**src/design/dpd_pkg.sv**
```systemverilog
// Shared types and character codes for the debug packet deframer.
// No dependencies; used by dpd_step and debug_packet_deframer.
`default_nettype none

package dpd_pkg;

   localparam logic [7:0] CHAR_DOLLAR  = 8'h24;
   localparam logic [7:0] CHAR_HASH    = 8'h23;
   localparam logic [7:0] CHAR_COMMA   = 8'h2C;
   localparam logic [7:0] CHAR_SEMI    = 8'h3B;
   localparam logic [7:0] CHAR_COLON   = 8'h3A;
   localparam logic [7:0] CHAR_STAR    = 8'h2A;
   localparam logic [7:0] CHAR_ZERO    = 8'h30;
   localparam logic [7:0] CHAR_NINE    = 8'h39;
   localparam logic [7:0] CHAR_LOWER_A = 8'h61;
   localparam logic [7:0] CHAR_LOWER_F = 8'h66;
   localparam logic [7:0] CHAR_UPPER_A = 8'h41;
   localparam logic [7:0] CHAR_UPPER_F = 8'h46;

   // Offset taken off the run count character.
   localparam logic [7:0] RUN_BIAS = 8'd29;

   typedef struct packed {
      logic       emit;
      logic [7:0] payload_char;
      logic [7:0] repeat_count;
      logic       field_end;
      logic       packet_end;
      logic       checksum_ok;
   } result_type;

endpackage

`default_nettype wire

```
**src/design/dpd_step.sv**
```systemverilog
// Packet parsing state and the per-byte decode of the deframer.
// Depends on dpd_pkg for character codes and the result struct.
`default_nettype none

module dpd_step (
   input  wire logic               clock,
   input  wire logic               reset,
   input  wire logic               step,
   input  wire logic [7:0]         rx_byte,
   output dpd_pkg::result_type     result
);

   typedef enum logic [2:0] {
      PH_IDLE    = 3'd0,
      PH_PAYLOAD = 3'd1,
      PH_COUNT   = 3'd2,
      PH_HI      = 3'd3,
      PH_LO      = 3'd4
   } phase_type;

   phase_type  phase_ff, phase_in;
   logic [7:0] sum_ff, sum_in;
   logic [7:0] held_char_ff, held_char_in;
   logic       held_valid_ff, held_valid_in;
   logic [3:0] high_nibble_ff, high_nibble_in;
   logic       hex_error_ff, hex_error_in;
   logic [4:0] hex;
   logic [7:0] sum_next;

   // Returns {digit is valid, digit value}.
   function automatic logic [4:0] hex_digit(input logic [7:0] c);
      logic [7:0] d;
      d = 8'd0;
      if (c >= dpd_pkg::CHAR_ZERO && c <= dpd_pkg::CHAR_NINE) begin
         d = c - dpd_pkg::CHAR_ZERO;
         return {1'b1, d[3:0]};
      end else if (c >= dpd_pkg::CHAR_LOWER_A && c <= dpd_pkg::CHAR_LOWER_F) begin
         d = c - dpd_pkg::CHAR_LOWER_A + 8'd10;
         return {1'b1, d[3:0]};
      end else if (c >= dpd_pkg::CHAR_UPPER_A && c <= dpd_pkg::CHAR_UPPER_F) begin
         d = c - dpd_pkg::CHAR_UPPER_A + 8'd10;
         return {1'b1, d[3:0]};
      end
      return 5'd0;
   endfunction

   assign hex      = hex_digit(rx_byte);
   assign sum_next = sum_ff + rx_byte;

   always_comb begin
      phase_in       = phase_ff;
      sum_in         = sum_ff;
      held_char_in   = held_char_ff;
      held_valid_in  = held_valid_ff;
      high_nibble_in = high_nibble_ff;
      hex_error_in   = hex_error_ff;
      result         = '0;
      case (phase_ff)
         PH_PAYLOAD, PH_COUNT: begin
            if (rx_byte == dpd_pkg::CHAR_DOLLAR) begin
               phase_in      = PH_PAYLOAD;
               sum_in        = 8'd0;
               held_char_in  = 8'd0;
               held_valid_in = 1'b0;
            end else if (rx_byte == dpd_pkg::CHAR_HASH) begin
               phase_in         = PH_HI;
               result.emit      = 1'b1;
               result.field_end = 1'b1;
            end else if (phase_ff == PH_COUNT) begin
               sum_in   = sum_next;
               phase_in = PH_PAYLOAD;
               if (held_valid_ff && rx_byte > dpd_pkg::RUN_BIAS) begin
                  result.emit         = 1'b1;
                  result.payload_char = held_char_ff;
                  result.repeat_count = rx_byte - dpd_pkg::RUN_BIAS;
               end
            end else begin
               sum_in = sum_next;
               if (rx_byte inside {dpd_pkg::CHAR_COMMA, dpd_pkg::CHAR_SEMI,
                                   dpd_pkg::CHAR_COLON}) begin
                  // A delimiter drops the held character so runs stay in a field.
                  held_char_in     = 8'd0;
                  held_valid_in    = 1'b0;
                  result.emit      = 1'b1;
                  result.field_end = 1'b1;
               end else if (rx_byte == dpd_pkg::CHAR_STAR) begin
                  phase_in = PH_COUNT;
               end else begin
                  held_char_in        = rx_byte;
                  held_valid_in       = 1'b1;
                  result.emit         = 1'b1;
                  result.payload_char = rx_byte;
                  result.repeat_count = 8'd1;
               end
            end
         end
         PH_HI: begin
            hex_error_in   = !hex[4];
            high_nibble_in = hex[3:0];
            phase_in       = PH_LO;
         end
         PH_LO: begin
            phase_in          = PH_IDLE;
            result.emit       = 1'b1;
            result.packet_end = 1'b1;
            result.checksum_ok = hex[4] && !hex_error_ff &&
                                 ({high_nibble_ff, hex[3:0]} == sum_ff);
         end
         default: begin
            // Idle and unused codes wait for a start marker.
            phase_in = PH_IDLE;
            if (rx_byte == dpd_pkg::CHAR_DOLLAR) begin
               phase_in      = PH_PAYLOAD;
               sum_in        = 8'd0;
               held_char_in  = 8'd0;
               held_valid_in = 1'b0;
            end
         end
      endcase
   end

   always_ff @(posedge clock) begin
      if (reset) begin
         phase_ff       <= PH_IDLE;
         sum_ff         <= 8'd0;
         held_char_ff   <= 8'd0;
         held_valid_ff  <= 1'b0;
         high_nibble_ff <= 4'd0;
         hex_error_ff   <= 1'b0;
      end else if (step) begin
         phase_ff       <= phase_in;
         sum_ff         <= sum_in;
         held_char_ff   <= held_char_in;
         held_valid_ff  <= held_valid_in;
         high_nibble_ff <= high_nibble_in;
         hex_error_ff   <= hex_error_in;
      end
   end

endmodule

`default_nettype wire

```
**src/design/debug_packet_deframer.sv**
```systemverilog
// Takes the received byte stream of "$payload#hh" debug packets, one byte per transfer,
// and gives at most one result per byte: a decoded character with its repeat count, a
// field or payload end, or the checksum verdict on the second checksum digit. Bytes
// outside a packet give no result. A byte passes an input register and the parsing
// logic in dpd_step before its result lands in the output register, from which it is
// offered. One byte can be taken in every cycle while the output side does not stall.
// While a result waits under rsp_stall, a byte in the input register stays there and
// req_stall is raised.
// Depends on dpd_pkg and dpd_step.
`default_nettype none

module debug_packet_deframer (
   input  wire logic       clock,
   input  wire logic       reset,
   input  wire logic       req_valid,
   output      logic       req_stall,
   input  wire logic [7:0] req_rx_byte,
   output      logic       rsp_valid,
   input  wire logic       rsp_stall,
   output      logic [7:0] rsp_payload_char,
   output      logic [7:0] rsp_repeat_count,
   output      logic       rsp_field_end,
   output      logic       rsp_packet_end,
   output      logic       rsp_checksum_ok
);

   logic                in_valid_ff, in_valid_in;
   logic [7:0]          in_byte_ff;
   logic                rsp_valid_ff, rsp_valid_in;
   dpd_pkg::result_type rsp_ff;
   dpd_pkg::result_type result;
   logic                out_free;
   logic                advance;

   assign out_free    = !rsp_valid_ff || !rsp_stall;
   assign advance     = in_valid_ff && out_free;
   assign req_stall   = in_valid_ff && !out_free;
   assign in_valid_in = (req_valid && !req_stall) || (in_valid_ff && !out_free);

   assign rsp_valid_in = (advance && result.emit) || (rsp_valid_ff && !out_free);

   dpd_step u_step (
      .clock   (clock),
      .reset   (reset),
      .step    (advance),
      .rx_byte (in_byte_ff),
      .result  (result)
   );

   always_ff @(posedge clock) begin
      if (reset) begin
         in_valid_ff  <= 1'b0;
         rsp_valid_ff <= 1'b0;
      end else begin
         in_valid_ff  <= in_valid_in;
         rsp_valid_ff <= rsp_valid_in;
      end
   end

   always_ff @(posedge clock) begin
      if (req_valid && !req_stall) begin
         in_byte_ff <= req_rx_byte;
      end
      if (advance && result.emit) begin
         rsp_ff <= result;
      end
   end

   assign rsp_valid        = rsp_valid_ff;
   assign rsp_payload_char = rsp_ff.payload_char;
   assign rsp_repeat_count = rsp_ff.repeat_count;
   assign rsp_field_end    = rsp_ff.field_end;
   assign rsp_packet_end   = rsp_ff.packet_end;
   assign rsp_checksum_ok  = rsp_ff.checksum_ok;

endmodule

`default_nettype wire

```
**config.mk**
```make
export PLATFORM = sky130hd
export DESIGN_NAME = debug_packet_deframer
export DESIGN_NICKNAME = d
export VERILOG_FILES = /design/src/design/dpd_pkg.sv /design/src/design/dpd_step.sv /design/src/design/debug_packet_deframer.sv
export SDC_FILE = /design/constraint.sdc
export NUM_CORES = 1
export LEC_CHECK = 0
export BUFFER_PORTS_ARGS = -buffer_cell sky130_fd_sc_hd__clkbuf_2
export CAP_MARGIN = 5
export CORE_ASPECT_RATIO = 0.7
export CORE_MARGIN = 2
export CORE_UTILIZATION = 35
export DETAILED_ROUTE_END_ITERATION = 6
export PLACE_DENSITY = 0.59
export SLEW_MARGIN = 10
export SYNTH_ARGS = -nofsm -noshare
export SYNTH_HDL_FRONTEND = slang
export SYNTH_SLANG_ARGS = --single-unit
```
**constraint.sdc**
```tcl
create_clock -name clock -period 3.27 [get_ports clock]
set_clock_uncertainty 0.05 [all_clocks]
set_input_delay 0.1635 -clock clock [delete_from_list [all_inputs] [get_ports clock]]
set_output_delay 0.1635 -clock clock [all_outputs]
set_load 0.03 [all_outputs]
```
==> results.md, run 1 <==
- P_leak: 0.00128 µW
- Worst setup path class: reg -> reg
- CP max FO: 16
- Number of global-route vias before repair: about 2100
- Area Growth Syn to Fin: 16.4%
- Clock slew at reported path FFs: 0.06 ns
- Pwr/cell area: between 300 and 400 nW/µm²
- Total track usage: 0.161
- Post-DP Area: between 3000 and 4000 µm²
- Max frequency: ~0.34 GHz
- Routed Antenna Nets: 0
- Sw Share: 0.224
- Final min period: about 2.9 ns
- NetSw: slightly below 300 µW
- Post-synth cell types: between 40 and 50
- Comb power frac: 0.069
- Initial core utilization: 0.365
- Die Width: around 110 µm
- Via/cell ratio: about 5.3
- Layout Nets: 363
- Final setup viols: 0
- N_diodes: 0
- Share of the yosys chip area belonging to registers: 0.466
- Row Count: 27
- Die area: 9040 µm²
- Max_cap viols: 0
- Clock power share: 0.383
- Critical path startpoint category: flop
- IO buf count: 32
- Total core area: a little under 8000 µm²
- Cts repair resizes: 0
- Remaining DRCs: 0
- Slew Viols, Final: 0
- EDFF count, synth: 27
- Synthesis Warnings: 0
- CTS tree: built
- Final worst path period share: 0.898
- CTS buffer count: 5
- Clock Path Buffers: 2
- WP data required: roughly 3.2 ns
- Gpl congestion: approximately 0.87
- Critical R2R Capture: rsp_repeat_count[2]$_SDFFCE_PP0P_
- Status: complete, no violations
- H-tree lvl count: 2
- Max transition margin: 0.305
- Clock sink count: 54
- Hpwl dp: ~5 mm
- Post-synthesis cell count: ~300
- Fill cells: between 700 and 800
- Pre-Repair DR Iteration Count: 5
- Reg2reg start: in_byte_ff[6]$_DFFE_PP_
- Final Hold Viols: 0
- Post-Syn Area per Cell: 9.63 µm²
- Die Span Y: approximately 80 µm
- Fraction of final layout cells sized beyond drive strength 1: 0.160
- Most common cell after layout, fill and taps aside: nor2_1
- Asr flop ratio synth: 0
- Ys flop type: edfxtp_1
- Final TNS setup: 0 ns
- RSZ-0062 raised after global routing: no
- WP data arrival: 2.87 ns
- Worst Hold Endpoint: in_byte_ff[4]$_DFFE_PP_
- Total Wirelength: roughly 7.0 mm
- Largest net degree at the start of global routing: 32
- Detailed router's first-iteration violation count: ~220
- Final Cell Area: 3370 µm²
- Hold Path Class: in -> reg
- Setup bufs post-CTS: 0
- Syn nets: approximately 330
- Post-Syn Area: 2900 µm²
- Seq pwr share: 0.548
- Synth Register Bits: 54
- Initial antenna violation count: 0
- WL per Instance: 16.1 µm
- Maximum vdd drop: ~0.00019 V
- First-pass GRT wire length: 11.3 mm
- Io pins: 33
- Worst-Margin Slew: 1.03 ns
- Int Pwr: just over 1000 µW
- Clock tree root driver cell: clkbuf_16
- Hold Path Depth: 1
- R2R Setup Slk: ~0.33 ns
- CP Capture Type: flop
- Most frequent cells in the layout: nor2_1 (33), clkbuf_2 (32)
- Total grt overflow: 0
- Min-delay src: req_rx_byte[4]
- Worst-Skew Late Latency: between 0.2 and 0.3 ns
- Via Count: around 2300
- Cells on worst reg2reg path: 7
## power groups by stage
stage	logic (µW)	registers, µW	clock network [µW]
global placement	86.2	742	0
detailed placement	85.5	742	0
global route	101	728	546
CTS	90.9	727	516
floorplan	65.3	733	0
finish	92.0	727	508
## cell type report
cell class,instances,area [µm²],area share
well taps,101,126,0.0375
clock inverters,2,10.0,0.00297
repair buffers,46,280,0.0831
multi-input cells,224,1450,0.431
clock buffers,5,125,0.0371
flip-flops and latches,54,1350,0.401
inverters,7,26.3,0.00779
## critical path: stages, from the launching register on
cell      delay, ns
edfxtp_1       0.61
nor4_1         0.57
nand3_1        0.26
and2_1         0.24
a211oi_1       0.39
nor2_1         0.07
nor2_1         0.16
buf_4          0.27
## sequential cells by signal, indices dropped and copies added (netlist names), 3 cells and up
register               flops
in_byte_ff                 8
u_step.high_nibble_ff      4
rsp_repeat_count           8
u_step.phase_ff            3
u_step.sum_ff              8
rsp_payload_char           8
u_step.held_char_ff        8
## Yosys cell counts, types with 7 or more instances
library cell | instances | area (µm²)
a22o_1 | 8 | 70.1
dfxtp_1 | 27 | 541
nor3_1 | 8 | 40.0
nor2_1 | 33 | 124
nand3_1 | 14 | 70.1
edfxtp_1 | 27 | 811
a21oi_1 | 27 | 135
xor2_1 | 9 | 78.8
inv_1 | 7 | 26.3
xnor2_1 | 13 | 114
clkbuf_1 | 10 | 37.5
nand2_1 | 27 | 101
ha_1 | 12 | 150
## metrics by stage
step / power, µW / hold WS [ns] / util / setup slack [ns] / cells
final: 1330 / 0.00295 / 0.425 / 0.333 / 439
after global routing: 1380 / -0.00474 / 0.425 / 0.103 / 439
after CTS: 1330 / 0.00298 / 0.424 / 0.382 / 438
after detailed placement: 828 / 0.293 / 0.400 / 0.401 / 426
after global placement: 828 / 0.290 / 0.400 / 0.416 / 426
after floorplan: 799 / 0.212 / - / 0.287 / 301
## logic make-up (layout without fill, tap and decap cells)
kind of cell | count (synthesis) | in the layout | synth area share
fa+ha+maj | 13 | 13 | 0.0587
compound gates | 64 | 64 | 0.145
simple gates | 121 | 121 | 0.218
mux | 4 | 4 | 0.0138
buf+inv | 23 | 60 | 0.0320
flops | 54 | 54 | 0.466
xor+xnor | 22 | 22 | 0.0665
## worst max path at each step
stage                                       start  cells past startpoint                                end
after floorplan           in_byte_ff[6]$_DFFE_PP_                      7      rsp_checksum_ok$_SDFFCE_PN0P_
after global placement    in_byte_ff[6]$_DFFE_PP_                      7  rsp_repeat_count[1]$_SDFFCE_PP0P_
after detailed placement  in_byte_ff[6]$_DFFE_PP_                      7      rsp_checksum_ok$_SDFFCE_PN0P_
after CTS                 in_byte_ff[6]$_DFFE_PP_                      7  rsp_repeat_count[2]$_SDFFCE_PP0P_
after global routing      in_byte_ff[6]$_DFFE_PP_                      7  rsp_repeat_count[4]$_SDFFCE_PP0P_
final                     in_byte_ff[6]$_DFFE_PP_                      7  rsp_repeat_count[2]$_SDFFCE_PP0P_
## layer usage
metal	part of all wire	GRT usage	vias up
met5	0	0	-
met4	0.0096	0.0439	0
met3	0.065	0.0347	8
met2	0.41	0.233	68
met1	0.52	0.241	1117
li1	-	-	1155
## what timing repair did
| action | 4_1_cts | 5_1_grt |
|---|---|---|
| hold endpoints to repair | 5 | 1 |
| hold buffers | 5 | 1 |
| setup endpoints to repair | 0 | 0 |
Power figures use the tool's default switching activity.
==> run 2: changes to the inputs <==
Settings changed: SKIP_LAST_GASP set to 1, SYNTH_HIERARCHICAL set to 1.
==> run 2 against run 1 <==
Via count decreased by 2.8%. Critical path type unchanged. Register-to-register slack gained 0.32 ns. Wire length fell by 3.2%. First-iteration DRC count fell by 25%. Synthesized area up 1.5%. Non-clock buffer count rose by 3. Count of clock-buffer cells in the layout grew 2.
==> results.md, run 2 <==
- H-tree lvl count: 2 (unchanged)
- Layout Nets: 346 (-4.7%)
- Pre-Repair DR Iteration Count: 4 (-1)
- Busiest grt layer: met1
- GR met1 Demand/Resource: 0.236 (-0.00456)
- Share of the yosys chip area belonging to registers: 0.460 (-0.00675)
- Total core area: 8010 µm² (+0.85%)
- Post-Syn Area per Cell: 10.5 µm² (+9.1%)
- CTS buffer count: 5 (unchanged)
- Most frequent cell after synthesis: nor2_1
- Total grt overflow: 0 (unchanged)
- Initial antenna violation count: 0 (unchanged)
- Status: complete, no violations
- Multi-input gate area: 1480 µm² (+1.5%)
- CP max FO: 8 (-8)
- Fraction of final layout cells sized beyond drive strength 1: 0.208 (+0.0483)
- WP data arrival: 2.72 ns (-0.15 ns)
- Synth Register Bits: 54 (unchanged)
- Post-synthesis cell count: 280 (-7.0%)
- Clock sink count: 54 (unchanged)
- P_leak: 0.00132 µW (+2.7%)
- Grt met3 use: 0.0408 (+0.00604)
- IO buf count: 32 (unchanged)
- Pwr/cell area: 392 nW/µm² (-0.29%)
- Post-synth cell types: 60 (+25%)
- Die Span Y: 80.7 µm (+0.69%)
- Number of global-route vias before repair: 2164 (+0.84%)
- Via/cell ratio: 5.39 (+0.87%)
- Clock Path Buffers: 2 (unchanged)
- Clock tree root driver cell: clkbuf_16
- Initial core utilization: 0.367 (+0.00223)
- Syn nets: 305 (-6.4%)
- Max frequency: 0.383 GHz (+12%)
- Die Width: 114 µm (+0.71%)
- Worst setup path class: reg -> reg
- N_diodes: 0 (unchanged)
- Asr flop ratio synth: 0 (unchanged)
- Setup bufs post-CTS: 0 (unchanged)
- M2 GR Usage: 0.229 (-0.00359)
- Yosys top cell by area: edfxtp_1
- Total Wirelength: 6.83 mm (-3.2%)
- Area Growth Syn to Fin: 16.4% (about the same)
- Detailed router's first-iteration violation count: 161 (-25%)
- Most common cell after layout, fill and taps aside: clkbuf_2
- Worst-Skew Late Latency: 0.29 ns (about the same)
- Cts repair resizes: 0 (unchanged)
- Final worst path period share: 0.799 (-0.0993)
- Cells on worst reg2reg path: 6 (-1)
- Gpl congestion: 0.958 (+9.6%)
- Die area: 9160 µm² (+1.4%)
- Inst Count DP: 409 (-4.0%)
- Final setup viols: 0 (unchanged)
- Io pins: 33 (unchanged)
- Critical path startpoint category: flop
- Via Count: 2282 (-2.8%)
- R2R Setup Slk: 0.66 ns (+0.32 ns)
- Max_cap viols: 0 (unchanged)
- Hpwl dp: 5.07 mm (-1.3%)
- Final TNS setup: 0 ns (unchanged)
- Final Hold Viols: 0 (unchanged)
- Total track usage: 0.159 (-0.00210)
- Max transition margin: 0.540 (+0.235)
- Maximum vdd drop: 0.000293 V (+56%)
- Remaining DRCs: 0 (unchanged)
- Row Count: 27 (unchanged)
- WP data required: 3.38 ns (+0.18 ns)
- Clock slew at reported path FFs: 0.07 ns (about the same)
- Synth cell count leaders: nor2_1 (29), dfxtp_1 (27), edfxtp_1 (27), a22o_1 (17)
- Fill cells: 772 (+1.3%)
- Post-synth top area share: 0.276 (-0.00405)
- RSZ-0062 raised after global routing: no
- Routed Antenna Nets: 0 (unchanged)
- Synthesis Warnings: 6 (+6)
- CP Capture Type: flop
- Post-Syn Area: 2940 µm² (+1.5%)
- Synth area leaders: edfxtp_1 (28%), dfxtp_1 (18%), ha_1 (5.1%)
- EDFF count, synth: 27 (unchanged)
- Largest net degree at the start of global routing: 23 (-28%)
- First-pass GRT wire length: 11.2 mm (-0.79%)
- Hold Path Depth: 1 (unchanged)
- WL per Instance: 16.1 µm (+0.50%)
- CTS tree: built
- Sequential cell area: 1350 µm² (unchanged)
- Ys flop type: edfxtp_1
- Layout Cells excl Fill: 423 (-3.6%)
- Hold Path Class: in -> reg
- Final min period: 2.61 ns (-0.325 ns)
- Most frequent cells in the layout: clkbuf_2 (32), nor2_1 (29), edfxtp_1 (27), dfxtp_1 (27), a22o_1 (17)
- Slew Viols, Final: 0 (unchanged)
- Worst-Margin Slew: 0.683 ns (-0.351 ns)
[run 2: report_power, final]
group,switching (µW),internal (µW)
registers,13.3,713
clock network,227,285
logic,60.7,44.2
total,301,1040
[run 2: routing by layer]
| layer | wire length (µm) | vias to the layer above |
|---|---|---|
| met5 | 0 | - |
| met4 | 44 | 0 |
| met3 | 465 | 5 |
| met2 | 2730 | 68 |
| met1 | 3580 | 1085 |
| li1 | - | 1124 |
[run 2: path summary, 6_finish.rpt]
kind,start,end
setup / recovery,in_byte_ff[1]$_DFFE_PP_,rsp_payload_char[2]$_DFFE_PP_
hold / removal,req_rx_byte[6],in_byte_ff[6]$_DFFE_PP_
setup reg to reg,in_byte_ff[1]$_DFFE_PP_,rsp_payload_char[2]$_DFFE_PP_
hold reg to reg,u_step/held_valid_ff$_SDFFE_PP0P_,u_step/held_valid_ff$_SDFFE_PP0P_
[run 2: timing repair]
item / CTS / global route
endpoints found under the hold margin: 6 / 0
hold buffers: 6 / 0
endpoints found under the setup margin: 0 / 0
[run 2: cells by family after synthesis]
group / count (synthesis) / synth area share
XOR/XNOR: 20 / 0.0596
adder cells (fa/ha/maj): 13 / 0.0579
AO/OA/AOI/OAI: 75 / 0.189
AND/OR/NAND/NOR: 92 / 0.180
flip-flops: 54 / 0.460
buffers and inverters: 22 / 0.0396
multiplexers: 4 / 0.0145
[run 2: area by class of cell]
class                      instances  area share
clock buffer                       7      0.0387
clock inverter                     1     0.00219
inverter                           7     0.00768
multi-input combinational        204       0.431
sequential                        54       0.395
tap                              101      0.0369
timing repair buffer              49      0.0885
[run 2: worst max-delay path: stages, from the launching register on]
cell      delay (ns)
edfxtp_1        0.43
inv_1           0.13
ha_1            0.27
and2_1          0.21
a311o_1         0.48
nor4_1          0.65
a22o_1          0.26
[run 2: stage by stage]
stage	area, µm²	hold WS, ns	setup WS, ns	utilization	total power (µW)
floorplan	2940	0.183	0.386	-	808
global placement	3220	0.293	0.797	0.403	838
detailed placement	3220	0.292	0.704	0.403	839
CTS	3420	0.00620	0.675	0.428	1360
global route	3420	0.00483	0.464	0.428	1400
finish	3420	0.0113	0.657	0.428	1340
==> run 3: changes to the inputs <==
Settings changed: ABC_AREA set to 1, PLACE_DENSITY 0.59 to 0.61.
Clock period 3.27 ns to 2.2 ns, I/O delays scaled along.
==> run 3 against run 2 <==
The flow now finishes with violations (negative setup slack). Wire length is 20% higher. Sequential power is 47% higher. Critical path depth grew 4. Hold slack worse by 0.00064 ns. Global-route usage rose by 0.81 points. Non-clock buffer count increased by 17. Fmax up 19%. Clock power increased by 54%. Worst setup slack lost 0.66 ns. Critical endpoint is now rsp_checksum_ok$_DFFE_PP_.
==> results.md, run 3 <==
- H-tree lvl count: 2 (unchanged)
- Max transition margin: 0.749 (+0.209)
- Final min period: 2.20 ns (-0.409 ns)
- Slew Viols, Final: 0 (unchanged)
- Die Span Y: 83.6 µm (+3.6%)
- Detailed router's first-iteration violation count: 258 (+60%)
- Io pins: 33 (unchanged)
- Gpl congestion: 0.944 (-1.5%)
- Max_cap viols: 0 (unchanged)
- N_diodes: 0 (unchanged)
- Post-Syn Area: 3170 µm² (+7.8%)
- Total track usage: 0.167 (+0.00813)
- Worst-Skew Late Latency: 0.30 ns (about the same)
- Total grt overflow: 0 (unchanged)
- Most frequent cell after synthesis: nand2_1
- Layout Nets: 487 (+41%)
- Synthesis Warnings: 6 (unchanged)
- WP data arrival: 2.16 ns (-0.56 ns)
- Hold Path Class: in -> reg
- Most common cell after layout, fill and taps aside: nand2_1
- P_leak: 0.00172 µW (+31%)
- Hpwl dp: 6.16 mm (+21%)
- Clock power share: 0.378 (-0.003)
- Most frequent cells in the layout: nand2_1 (103), inv_1 (42), a21oi_1 (38), nand3_1 (32), clkbuf_2 (32)
- Clock Path Buffers: 2 (unchanged)
- Asr flop ratio synth: 0 (unchanged)
- Synth area leaders: edfxtp_1 (26%), dfxtp_1 (17%), nand2_1 (12%)
- Sw Share: 0.245 (+0.0206)
- CTS buffer count: 5 (unchanged)
- Clock tree root driver cell: clkbuf_16
- Die Width: 118 µm (+3.7%)
- Total Wirelength: 8.22 mm (+20%)
- Row Count: 29 (+7.4%)
- Post-synth cell types: 41 (-32%)
- Final Hold Viols: 0 (unchanged)
- Failing checks: negative setup slack
- Post-Syn Area per Cell: 7.92 µm² (-25%)
- Int Pwr: 1570 µW (+51%)
- Worst-Margin Slew: 0.375 ns (-0.309 ns)
- NetSw: 509 µW (+69%)
- Status: complete, but fails checks
- Via/cell ratio: 4.88 (-9.5%)
- Synth Area in Adders: 0.0537 (-0.00418)
- Remaining DRCs: 0 (unchanged)
- Via Count: 2866 (+26%)
- Initial antenna violation count: 0 (unchanged)
- Post-synthesis xor/xnor area fraction: 0.0221 (-0.0375)
- Share of the yosys chip area belonging to registers: 0.426 (-0.0332)
- Die area: 9840 µm² (+7.5%)
- Max frequency: 0.454 GHz (+19%)
- Clock sink count: 54 (unchanged)
- Mux cell area share after synthesis: 0 (-0.0145)
- Critical path startpoint category: flop
- Final TNS setup: -0.0189 ns (-0.0189 ns)
- Synth cell count leaders: nand2_1 (103), inv_1 (45), a21oi_1 (39), nand3_1 (32), nor2_1 (29)
- Pre-Repair DR Iteration Count: 5 (+1)
- Initial core utilization: 0.355 (-0.0122)
- Total core area: 8930 µm² (+11%)
- Worst setup path class: reg -> reg
- Synth Register Bits: 54 (unchanged)
- Comb power frac: 0.107 (+0.029)
- CTS tree: built
- Routed Antenna Nets: 0 (unchanged)
- Pwr/cell area: 534 nW/µm² (+36%)
- Ys flop type: edfxtp_1
- Syn nets: 425 (+39%)
- Fraction of final layout cells sized beyond drive strength 1: 0.220 (+0.0122)
- Final WS setup: -0.00326 ns (-0.661 ns)
- Yosys top cell by area: edfxtp_1
- Clock slew at reported path FFs: 0.07 ns (about the same)
- Final Cell Area: 3890 µm² (+14%)
- Seq pwr share: 0.515 (-0.026)
- Post-synth top area share: 0.256 (-0.0199)
- Largest family of logic cells by synthesized area: simple AND/OR/NAND/NOR gates
- IO buf count: 32 (unchanged)
- Compound-Gate Fraction of Synth Area: 0.120 (-0.0693)
- CP max FO: 8 (unchanged)
- Area Growth Syn to Fin: 22.7%
- Maximum vdd drop: 0.000297 V (+1.2%)
- Simple-gate share of the synthesized area: 0.291 (+0.111)
- Final worst path period share: 1.00 (+0.203)
- Number of global-route vias before repair: 2483 (+15%)
- Post-DP Area: 3590 µm² (+11%)
- WL per Instance: 14.0 µm (-13%)
- EDFF count, synth: 27 (unchanged)
- CP Capture Type: flop
- WP data required: 2.16 ns (-1.22 ns)
- Post-synthesis cell count: 400 (+43%)
- Final setup viols: 7 (+7)
- RSZ-0062 raised after global routing: yes
- First-pass GRT wire length: 13.0 mm (+16%)
- Largest net degree at the start of global routing: 17 (-26%)
## run 3: changes by cell type in the layout (fill, tap and decap cells not counted), moves of 5 or more
cell     change
and2_1       -5
inv_1       +35
xnor2_1     -10
buf_4       +10
a22o_1      -17
inv_2        +7
nand2_1     +88
nor2_2       +6
o21ai_0      +6
a21oi_1     +24
nand3_1     +29
## run 3: what timing repair did
action / CTS / global route
hold buffers: 8 / 0
gates resized for setup: 0 / 11
setup buffers: 0 / 6
endpoints found under the hold margin: 8 / 0
setup endpoints to repair: 0 / 21
## run 3: cells by family after synthesis
logic type      count (synthesis)
flops                          54
compound gates                 67
buf+inv                        62
xor+xnor                        8
simple gates                  196
fa+ha+maj                      13
## run 3: metal layers
layer / part of all wire / wire, µm / GRT usage
met5: 0 / 0 / 0
met4: 0.0083 / 68 / 0.0340
met3: 0.072 / 595 / 0.0321
met2: 0.40 / 3310 / 0.229
met1: 0.52 / 4240 / 0.267
## run 3: cell type report
type,count,area [µm²]
well taps,124,155
inverters,51,194
clock inverters,1,6.26
fillers,880,5040
clock buffers,7,133
multi-input cells,284,1590
repair buffers,66,463
flip-flops and latches,54,1350
## run 3: worst paths after layout
kind / from / endpoint / slack (ns) / cells after the start
worst max-delay path: in_byte_ff[0]$_DFFE_PP_ / rsp_checksum_ok$_DFFE_PP_ / -0.003 / 10
worst max register to register: in_byte_ff[0]$_DFFE_PP_ / rsp_checksum_ok$_DFFE_PP_ / -0.003 / 10
worst min-delay path: req_valid / in_valid_ff$_SDFF_PP0_ / 0.01 / 3
worst min register to register: u_step/held_char_ff[7]$_SDFFE_PP0P_ / u_step/held_char_ff[7]$_SDFFE_PP0P_ / 0.41 / 2
## run 3: stage by stage
stage | hold slack, ns | total power (µW) | setup slack, ns | instances | util
finish | 0.0107 | 2080 | -0.00326 | 587 | 0.436
floorplan | 0.129 | 1230 | -0.272 | 400 | -
global placement | 0.238 | 1290 | 0.131 | 564 | 0.402
detailed placement | 0.240 | 1290 | 0.0718 | 564 | 0.402
CTS | 0.0107 | 2070 | 0.0658 | 580 | 0.426
global route | 0.0249 | 2150 | -0.0988 | 587 | 0.436
## run 3: critical path: stages (launching register included)
cell,delay [ns]
edfxtp_1,0.45
buf_12,0.17
ha_1,0.21
inv_1,0.10
a21oi_2,0.07
nor3_2,0.18
nor3_2,0.06
o21ai_1,0.15
inv_2,0.07
nor3_4,0.22
buf_6,0.19
## run 3: power groups by stage
stage | sequential (µW) | combinational [µW] | clock (µW)
2_1_floorplan | 1090 | 136 | 0
3_3_place_gp | 1090 | 194 | 0
3_5_place_dp | 1090 | 195 | 0
4_1_cts | 1070 | 208 | 798
5_1_grt | 1070 | 242 | 837
6_report | 1070 | 222 | 786
